[src/rtl/lxd_pkg.sv]
// shared types and constants for the length/xor packet deframer
package lxd_pkg;

    localparam int unsigned MAX_BYTES_DEF = 64;

    localparam logic [7:0] START_MARKER_RST   = 8'hA0;
    localparam logic [7:0] STATUS_COMMAND_RST = 8'h10;
    localparam logic [7:0] ZONES_COMMAND_RST  = 8'h20;
    localparam logic [7:0] INSERT_COMMAND_RST = 8'h30;

    // byte positions inside a packet, start marker is position 1
    localparam int unsigned LEN_POS     = 2;
    localparam int unsigned CMD_POS     = 3;
    localparam int unsigned PAYLOAD_POS = 4;
    localparam int unsigned MIN_PKT_LEN = 4;

    typedef enum logic [1:0] {
        CFG_START_MARKER,
        CFG_STATUS_COMMAND,
        CFG_ZONES_COMMAND,
        CFG_INSERT_COMMAND
    } cfg_idx_t;

    typedef enum logic [2:0] {
        EV_NONE,
        EV_STATUS,
        EV_ZONES,
        EV_INSERT,
        EV_UNKNOWN,
        EV_SHORT,
        EV_CHECKSUM,
        EV_OVERFLOW
    } event_t;

    typedef struct packed {
        logic [7:0] start_marker;
        logic [7:0] status_command;
        logic [7:0] zones_command;
        logic [7:0] insert_command;
    } cfg_t;

    typedef struct packed {
        logic [7:0] rx_byte;
    } rx_item_t;

    typedef struct packed {
        event_t     event_code;
        logic [7:0] status_value;
        logic [7:0] zones_value;
        logic [7:0] insert_value;
    } ev_item_t;

endpackage

[src/rtl/lxd_stream_if.sv]
// valid/ready stream channel carrying one payload beat
interface lxd_stream_if #(
    parameter type payload_t = logic [7:0]
);
    logic     valid;
    logic     ready;
    payload_t data;

    modport source (output valid, output data, input ready);
    modport sink (input valid, input data, output ready);
endinterface

[src/rtl/lxd_parser.sv]
// packet state tracking, xor check and command decode for one byte
module lxd_parser #(
    parameter int unsigned MAX_BYTES = lxd_pkg::MAX_BYTES_DEF
) (
    input  logic              clk,
    input  logic              rst_n,
    input  logic              accept,
    input  logic [7:0]        rx_byte,
    input  lxd_pkg::cfg_t     cfg,
    output lxd_pkg::ev_item_t result
);
    import lxd_pkg::*;

    localparam int unsigned CntW = $clog2(MAX_BYTES);

    logic            in_packet_reg, in_packet_next;
    logic [CntW-1:0] count_reg, count_next;
    logic [7:0]      length_reg, length_next;
    logic [7:0]      command_reg, command_next;
    logic [7:0]      payload_reg, payload_next;
    logic [7:0]      xor_reg, xor_next;
    logic [7:0]      status_reg, status_next;
    logic [7:0]      zones_reg, zones_next;
    logic [7:0]      insert_reg, insert_next;
    logic [CntW:0]   cnt_inc;
    event_t          event_code;

    assign cnt_inc = {1'b0, count_reg} + (CntW+1)'(1);

    always_comb
    begin
        in_packet_next = in_packet_reg;
        count_next     = count_reg;
        length_next    = length_reg;
        command_next   = command_reg;
        payload_next   = payload_reg;
        xor_next       = xor_reg;
        status_next    = status_reg;
        zones_next     = zones_reg;
        insert_next    = insert_reg;
        event_code     = EV_NONE;

        if (!in_packet_reg)
        begin
            if (rx_byte == cfg.start_marker)
            begin
                in_packet_next = 1'b1;
                count_next     = CntW'(1);
                xor_next       = rx_byte;
            end
        end
        else
        begin
            xor_next = xor_reg ^ rx_byte;
            if (cnt_inc == (CntW+1)'(LEN_POS))
                length_next = rx_byte;
            else if (cnt_inc == (CntW+1)'(CMD_POS))
                command_next = rx_byte;
            else if (cnt_inc == (CntW+1)'(PAYLOAD_POS))
                payload_next = rx_byte;

            // overflow wins over completion
            priority if (cnt_inc >= (CntW+1)'(MAX_BYTES))
            begin
                event_code     = EV_OVERFLOW;
                in_packet_next = 1'b0;
                count_next     = '0;
            end
            else if (cnt_inc > (CntW+1)'(LEN_POS) && 8'(cnt_inc) == length_reg)
            begin
                in_packet_next = 1'b0;
                count_next     = '0;
                priority if (cnt_inc < (CntW+1)'(MIN_PKT_LEN))
                    event_code = EV_SHORT;
                else if (xor_next != 8'h00)
                    event_code = EV_CHECKSUM;
                else if (command_next == cfg.status_command)
                begin
                    event_code  = EV_STATUS;
                    status_next = payload_next;
                end
                else if (command_next == cfg.zones_command)
                begin
                    event_code = EV_ZONES;
                    zones_next = payload_next;
                end
                else if (command_next == cfg.insert_command)
                begin
                    event_code  = EV_INSERT;
                    insert_next = payload_next;
                end
                else
                    event_code = EV_UNKNOWN;
            end
            else
                count_next = cnt_inc[CntW-1:0];
        end
    end

    always_ff @(posedge clk or negedge rst_n)
    begin
        if (!rst_n)
        begin
            in_packet_reg <= 1'b0;
            count_reg     <= '0;
            length_reg    <= '0;
            command_reg   <= '0;
            payload_reg   <= '0;
            xor_reg       <= '0;
            status_reg    <= '0;
            zones_reg     <= '0;
            insert_reg    <= '0;
        end
        else if (accept)
        begin
            in_packet_reg <= in_packet_next;
            count_reg     <= count_next;
            length_reg    <= length_next;
            command_reg   <= command_next;
            payload_reg   <= payload_next;
            xor_reg       <= xor_next;
            status_reg    <= status_next;
            zones_reg     <= zones_next;
            insert_reg    <= insert_next;
        end
    end

    assign result.event_code   = event_code;
    assign result.status_value = status_next;
    assign result.zones_value  = zones_next;
    assign result.insert_value = insert_next;

endmodule

[src/rtl/length_xor_packet_deframer.sv]
// top level: start-marker / length / xor checksum packet deframer
// each accepted byte beat gives a result beat, registered and valid in the cycle after the accept
// throughput: one byte per cycle unless a result beat stalls; state updates once per byte
// the output register frees when its beat is taken, so a new byte is taken in that same cycle
// reset: command registers return to defaults, packet state and status registers clear,
// no result beat is pending
module length_xor_packet_deframer #(
    parameter int unsigned MAX_BYTES = lxd_pkg::MAX_BYTES_DEF
) (
    input  logic              clk,
    input  logic              rst_n,
    lxd_stream_if.sink        rx,
    lxd_stream_if.source      ev,
    input  logic              cfg_we,
    input  lxd_pkg::cfg_idx_t cfg_index,
    input  logic [7:0]        cfg_data
);
    import lxd_pkg::*;

    cfg_t     cfg_reg;
    logic     out_valid_reg, out_valid_next;
    ev_item_t out_data_reg;
    ev_item_t result;
    logic     accept;
    rx_item_t rx_item;

    assign rx_item  = rx.data;
    assign rx.ready = !out_valid_reg || ev.ready;
    assign accept   = rx.valid && rx.ready;

    always_ff @(posedge clk or negedge rst_n)
    begin
        if (!rst_n)
        begin
            cfg_reg.start_marker   <= START_MARKER_RST;
            cfg_reg.status_command <= STATUS_COMMAND_RST;
            cfg_reg.zones_command  <= ZONES_COMMAND_RST;
            cfg_reg.insert_command <= INSERT_COMMAND_RST;
        end
        else if (cfg_we)
        begin
            unique case (cfg_index)
                CFG_START_MARKER:   cfg_reg.start_marker   <= cfg_data;
                CFG_STATUS_COMMAND: cfg_reg.status_command <= cfg_data;
                CFG_ZONES_COMMAND:  cfg_reg.zones_command  <= cfg_data;
                CFG_INSERT_COMMAND: cfg_reg.insert_command <= cfg_data;
                default:            cfg_reg                <= cfg_reg;
            endcase
        end
    end

    lxd_parser #(
        .MAX_BYTES (MAX_BYTES)
    ) u_parser (
        .clk     (clk),
        .rst_n   (rst_n),
        .accept  (accept),
        .rx_byte (rx_item.rx_byte),
        .cfg     (cfg_reg),
        .result  (result)
    );

    // result beat register
    always_comb
    begin
        out_valid_next = out_valid_reg;
        if (accept)
            out_valid_next = 1'b1;
        else if (ev.ready)
            out_valid_next = 1'b0;
    end

    always_ff @(posedge clk or negedge rst_n)
    begin
        if (!rst_n)
            out_valid_reg <= 1'b0;
        else
            out_valid_reg <= out_valid_next;
    end

    always_ff @(posedge clk)
    begin
        if (accept)
            out_data_reg <= result;
    end

    assign ev.valid = out_valid_reg;
    assign ev.data  = out_data_reg;

endmodule
[src/flat_wrapper.sv]
// flat-port wrapper written by rule: the top's interface ports become plain ports
module length_xor_packet_deframer_flat import lxd_pkg::*;
#(
    parameter int unsigned MAX_BYTES = lxd_pkg::MAX_BYTES_DEF
)
  (clk, rst_n, cfg_we, cfg_index, cfg_data, rx_valid, rx_data, rx_ready, ev_valid, ev_data, ev_ready);
  lxd_stream_if rx_i ();
  lxd_stream_if ev_i ();
  input  logic clk;
  input  logic rst_n;
  input  logic cfg_we;
  input  lxd_pkg::cfg_idx_t cfg_index;
  input  logic [7:0] cfg_data;
  input wire logic [$bits(rx_i.valid)-1:0] rx_valid;
  input wire logic [$bits(rx_i.data)-1:0] rx_data;
  output wire logic [$bits(rx_i.ready)-1:0] rx_ready;
  output wire logic [$bits(ev_i.valid)-1:0] ev_valid;
  output wire logic [$bits(ev_i.data)-1:0] ev_data;
  input wire logic [$bits(ev_i.ready)-1:0] ev_ready;
  assign rx_i.valid = rx_valid;
  assign rx_i.data = rx_data;
  assign rx_ready = rx_i.ready;
  assign ev_valid = ev_i.valid;
  assign ev_data = ev_i.data;
  assign ev_i.ready = ev_ready;
  length_xor_packet_deframer #(.MAX_BYTES(MAX_BYTES)) u_core (.clk(clk), .rst_n(rst_n), .rx(rx_i), .ev(ev_i), .cfg_we(cfg_we), .cfg_index(cfg_index), .cfg_data(cfg_data));
endmodule
[config.mk]
export PLATFORM = sky130hd
export DESIGN_NAME = length_xor_packet_deframer_flat
export DESIGN_NICKNAME = d
export VERILOG_FILES = /design/src/rtl/lxd_pkg.sv /design/src/rtl/lxd_stream_if.sv /design/src/rtl/lxd_parser.sv /design/src/rtl/length_xor_packet_deframer.sv /design/src/flat_wrapper.sv
export SDC_FILE = /design/constraint.sdc
export NUM_CORES = 1
export LEC_CHECK = 0
export BUFFER_PORTS_ARGS = -buffer_cell sky130_fd_sc_hd__buf_2
export CORE_MARGIN = 2
export CORE_UTILIZATION = 30
export CTS_CLUSTER_SIZE = 40
export DETAILED_ROUTE_END_ITERATION = 16
export GPL_TIMING_DRIVEN = 0
export PLACE_DENSITY_LB_ADDON = 0.25
export SYNTH_ARGS = -nofsm -noshare
export SYNTH_HDL_FRONTEND = slang
export SYNTH_SLANG_ARGS = --single-unit
[constraint.sdc]
create_clock -name clk -period 3.4 [get_ports clk]
set_clock_uncertainty 0.05 [all_clocks]
set_input_delay 0.17 -clock clk [delete_from_list [all_inputs] [get_ports clk]]
set_output_delay 0.17 -clock clk [all_outputs]
set_load 0.01 [all_outputs]
Word level (Yosys, flattened, before mapping)
Index checks and enable logic that the tools add are counted.

word-level totals
  register bits = 88
  output and inout bits = 10
  input port bits = 23
  logic and storage cells = 70

operators by class
  reduce and logical (&&, ||, !) cells = 15
  equal/unequal tests = 11
  add/subtract/negate cells = 1
  bitwise logic cells = 1
  muxes and demuxes = 26
  magnitude comparators = 3

operators with widths
  cell                                                            count
  2-to-1 mux 8 bit                                                16
  equality test 8 bit                                             4
  2-to-1 mux 6 bit                                                4
  equality test 7 x 2 -> 1 bit (second input constant)            2
  AND reduction 2 bit                                             6
  equality test 7 x 8 -> 1 bit                                    1
  nonzero test 8 bit                                              1
  XOR 8 bit                                                       1
  adder 6 x 1 -> 7 bit (second input constant)                    1
  equality test 7 x 3 -> 1 bit (second input constant)            1
  >= comparator 7 bit (second input constant)                     1
  greater-than comparator 7 x 2 -> 1 bit (second input constant)  1
  < comparator 7 x 3 -> 1 bit (second input constant)             1
  2-to-1 mux 1 bit                                                6
  equality test 2 bit (second input constant)                     2
  nonzero test 2 bit                                              2
  AND reduction 3 bit                                             1
  equality test 2 x 1 -> 1 bit (second input constant)            1
  logical AND 1 bit                                               2
  zero test 2 bit                                                 1
  zero test 1 bit                                                 1
  logical OR 1 bit                                                1

Longest topological paths before layout
  depth after elaboration = 14
  gate-level depth with buffers = 10
  depth with buffers taken out = 9

Modules after synthesis
Synthesis repeated with hierarchy kept, for this count alone.

second synthesis, totals
  cells, all modules = 496
  area total of the unflattened synthesis = 5744.3 µm²

by module, submodules not included
  module                      area each (µm²)  times used  seq. area each (µm²)  cells each
  lxd_parser                  4240.3           1           1576.5                416
  length_xor_packet_deframer  1503.9           1           1073.5                80

Least setup slack after synthesis
No wires, ideal clock.

  path type = reg2reg
  from = register u_core.u_parser.count_reg[0]
  to = register u_core.out_data_reg, in the netlist u_core.ev.data[0] (data pin)
  clock period less this slack = 2.852 ns
  path buffers = 1
  arrival = 2.542 ns
  slack = 0.548 ns
  cell stages (with the launch flop) = 11
  cells stage by stage = dfrtp_1 > buf_2 > inv_1 > ha_1 > nand2b_1 > and2_1 > a21oi_1 > nor2_1 > a2111oi_4 > nand4_4 > mux2_2

RTL lines
  element                   line                              RTL
  start: declaration        lxd_parser.sv:17                  logic [CntW-1:0] count_reg, count_next;
  start signal: assignment  lxd_parser.sv:117                 count_reg <= count_next;
  end signal: assignment    length_xor_packet_deframer.sv:84  out_data_reg <= result;
  end: declaration          length_xor_packet_deframer.sv:22  ev_item_t out_data_reg;

==> results_dict.tcl <==
set metrics [dict create \
    synthArstFlopShare 0.909 \
    synth_top_area_cell "dfrtp_1" \
    clk_pin_slew_ns 0.06 \
    cp-start-kind "flop" \
    portBuffers 30 \
    drt.antenna.violating_nets 0 \
    drt-initial-drc-count 166 \
    worst_pin_slew_ns 1.04 \
    worstHoldStart "cfg_data[1]" \
    layout_setup_ws_ns 0.143 \
    gp_congestion 0.863 \
    yosys.area_share.simple 0.109 \
    dpl_cell_area_mm2 0.00514 \
    use_met1 0.190 \
    dr_total_vias 3260 \
    synth_compound_area_frac 0.0969 \
    cts_made_buffers 9 \
    ys_seq_area_frac 0.480 \
    ys_ff_latch 88 \
    power_frac_seq 0.434 \
    power_frac_comb 0.263 \
    initial_core_util 0.307 \
    reg2reg_from "u_core.u_parser.count_reg[0]" \
    overflow 0 \
    synth_xor_area_frac 0.0932 \
    antenna_cells 0 \
    num_rows 45 \
    finalNetCount 482 \
    outcome "complete, no violations" \
    worstPathRequired_ns 3.44 \
    worstReg2RegEnd "u_core.ev.data[2]" \
    ff_latch_area_mm2 0.00225 \
    fp.dieW_um 129 \
    ys.flop_type "dfrtp_1" \
    fin_crit_ns 3.26 \
    groute.usage.overall 0.144 \
    drive_gt1_frac 0.310 \
    yosys.area_share.adder 0.00534 \
    syn_area_per_cell_um2 11.4 \
    crit_fanout 8 \
    wl_per_cell_um 16.6 \
    use_met2 0.239 \
    holdPathStages 2 \
    netlist.area_leader.share 0.395 \
    grt_max_degree 47 \
    fin_tns_setup_ns 0 \
    cp-startpoint "u_core.u_parser.count_reg[0]" \
    antenna_found_initial 0 \
    syn_inst 412 \
    fp.dieH_um 129 \
    drv_slew 0 \
    period_share 0.958 \
    power.density_mw_per_mm2 593 \
    slew_headroom 0.302 \
    grt_pass1_vias 3351 \
    ys_types 52 \
    synthMuxAreaShare 0.182 \
    pre_cts_ws_ns 0.180 \
    synth_top_family_by_area "multiplexers" \
    whs_endpoint "u_core.cfg_reg[1]" \
    cts_tree "built" \
    ios 33 \
    clockRootBuffer "clkbuf_16" \
    grt.busiest_layer "met2" \
    coreArea_mm2 0.0153 \
    p_clk_frac 0.303 \
    ir_worst_vdd_v 0.000250 \
    final_area_mm2 0.00545 \
    maxClockFrequency_mhz 307 \
    final_common_cell "dfrtp_1" \
    r2r_cells 10 \
    multi_input_area_mm2 0.00228 \
    drc 0 \
    dr.pass1.iters 4 \
    setup_viol 0 \
    max-cap-violations 0 \
    routed_wl_um 11200 \
    num-fill-cells 1516 \
    clock_latency_ns 0.34 \
    grt_util_met3 0.0328 \
    sw_frac_of_total 0.327 \
    ys_warn_count 0 \
    clock-sinks 88 \
    synth-edff-count 8 \
    synth_top_cells_by_area "dfrtp_1 (40%), mux2_2 (18%), xor2_1 (7.7%)" \
    synth_fp_nets 437 \
    rsz0062_at_grt "no" \
    finalHoldViolCount 0 \
    clockBufferDepth 2 \
    grt_pass1_wl_um 18300 \
    p_int_mw 2.18 \
    via_per_inst 4.84 \
    hp-class "in -> reg" \
    synth_area_mm2 0.00469 \
    most-common-layout-cells "dfrtp_1 (74), mux2_2 (73), xor2_1 (41), buf_2 (32), o21ai_0 (24)" \
    dp_hpwl_um 8120 \
    cts-htree-levels 3 \
    p_sw_mw 1.06 \
    p_leak_nw 2.42 \
    largest_reg_flops 32 \
    end_kind "flop" \
    synthToLayoutAreaGrowth_pct 16.4 \
    die_area_mm2 0.0166 \
    r2r_slack_ns 0.14 \
    worstSetupPathType "reg -> reg" \
    worstPathArrival_ns 3.30 \
]
[metrics by stage]
stage	instances	util	power, mW	hold WS, ns
3_3_place_gp	653	0.334	2.24	0.327
2_1_floorplan	412	-	2.02	-0.176
3_5_place_dp	655	0.337	2.27	0.125
4_1_cts	673	0.357	3.25	0.0543
5_1_grt	673	0.357	3.42	0.0571
6_report	673	0.357	3.24	0.0617
[power by group through the flow]
stage | logic (mW) | registers (mW) | clock network [mW]
4_1_cts | 0.854 | 1.40 | 0.999
3_3_place_gp | 0.830 | 1.41 | 0
5_1_grt | 0.948 | 1.43 | 1.04
6_report | 0.852 | 1.40 | 0.981
2_1_floorplan | 0.646 | 1.37 | 0
3_5_place_dp | 0.846 | 1.42 | 0
[layout make-up]
class | instances | share of cell area
plain buffers | 19 | 0.0179
clock buffers | 10 | 0.0420
flip-flops and latches | 88 | 0.413
multi-input cells | 289 | 0.419
inverters | 16 | 0.0110
clock inverters | 6 | 0.0110
well taps | 211 | 0.0484
repair buffers | 34 | 0.0381
[synthesized netlist by cell type, types with 2 or more instances]
cell type / n
nor4_1: 4
or3_1: 3
nand2_1: 22
nand3_2: 2
nand2b_1: 3
dfstp_2: 6
buf_6: 2
and2_1: 2
nor2_1: 8
o21ai_0: 24
o2111ai_1: 6
buf_4: 2
ha_1: 2
edfxtp_1: 8
clkbuf_1: 10
nand3_1: 17
a21oi_1: 23
dfrtp_1: 74
buf_1: 2
nor2b_1: 2
xor2_1: 41
a221oi_1: 3
nor3_1: 12
mux2i_1: 3
buf_2: 3
o22ai_1: 2
inv_1: 15
nand3b_1: 3
and3_1: 3
a21o_1: 2
nand4_1: 4
mux2_2: 73
xnor2_1: 7
[per-layer routing]
| layer | part of all wire | routed length (um) | vias to the layer above |
|---|---|---|---|
| met4 | 0.011 | 123 | 0 |
| met5 | 0 | 0 | - |
| met3 | 0.026 | 295 | 10 |
| li1 | - | - | 1575 |
| met2 | 0.48 | 5410 | 68 |
| met1 | 0.48 | 5320 | 1607 |
[worst max-delay path by stage]
stage                              to  slack [ns]  cells past startpoint
floorplan           u_core.ev.data[0]        0.55                     10
global placement    u_core.ev.data[1]        0.17                     10
finish              u_core.ev.data[2]        0.14                     10
detailed placement  u_core.ev.data[2]        0.18                     10
CTS                 u_core.ev.data[2]        0.12                     10
global route        u_core.ev.data[2]        0.02                     10
[cells by family after synthesis]
logic type	count (synthesis)
AOI/OAI and AO/OA	71
xor gates and xnor gates	49
adders and majority gates	2
buffers and inverters	35
DFF	88
muxes	76
and+or+nand+nor	91
[critical path, cell delays in order (launching register included)]
cell and delay (ns):
dfrtp_1 0.34, buf_2 0.21, inv_1 0.09, ha_1 0.38, nand2b_1 0.21, nand2_1 0.15
nor3_1 0.33, nor2_1 0.15, a2111oi_4 0.49, nand4_4 0.27, mux2_2 0.35
[timing repair]
| item | in CTS | in global routing |
|---|---|---|
| endpoints found under the setup margin | 0 | 8 |
| hold endpoints to repair | 35 | 0 |
| gates resized for setup | 0 | 1 |
| buffers inserted | 0 | 0 |
| hold buffers | 2 | 0 |
Power figures use the tool's default switching activity.
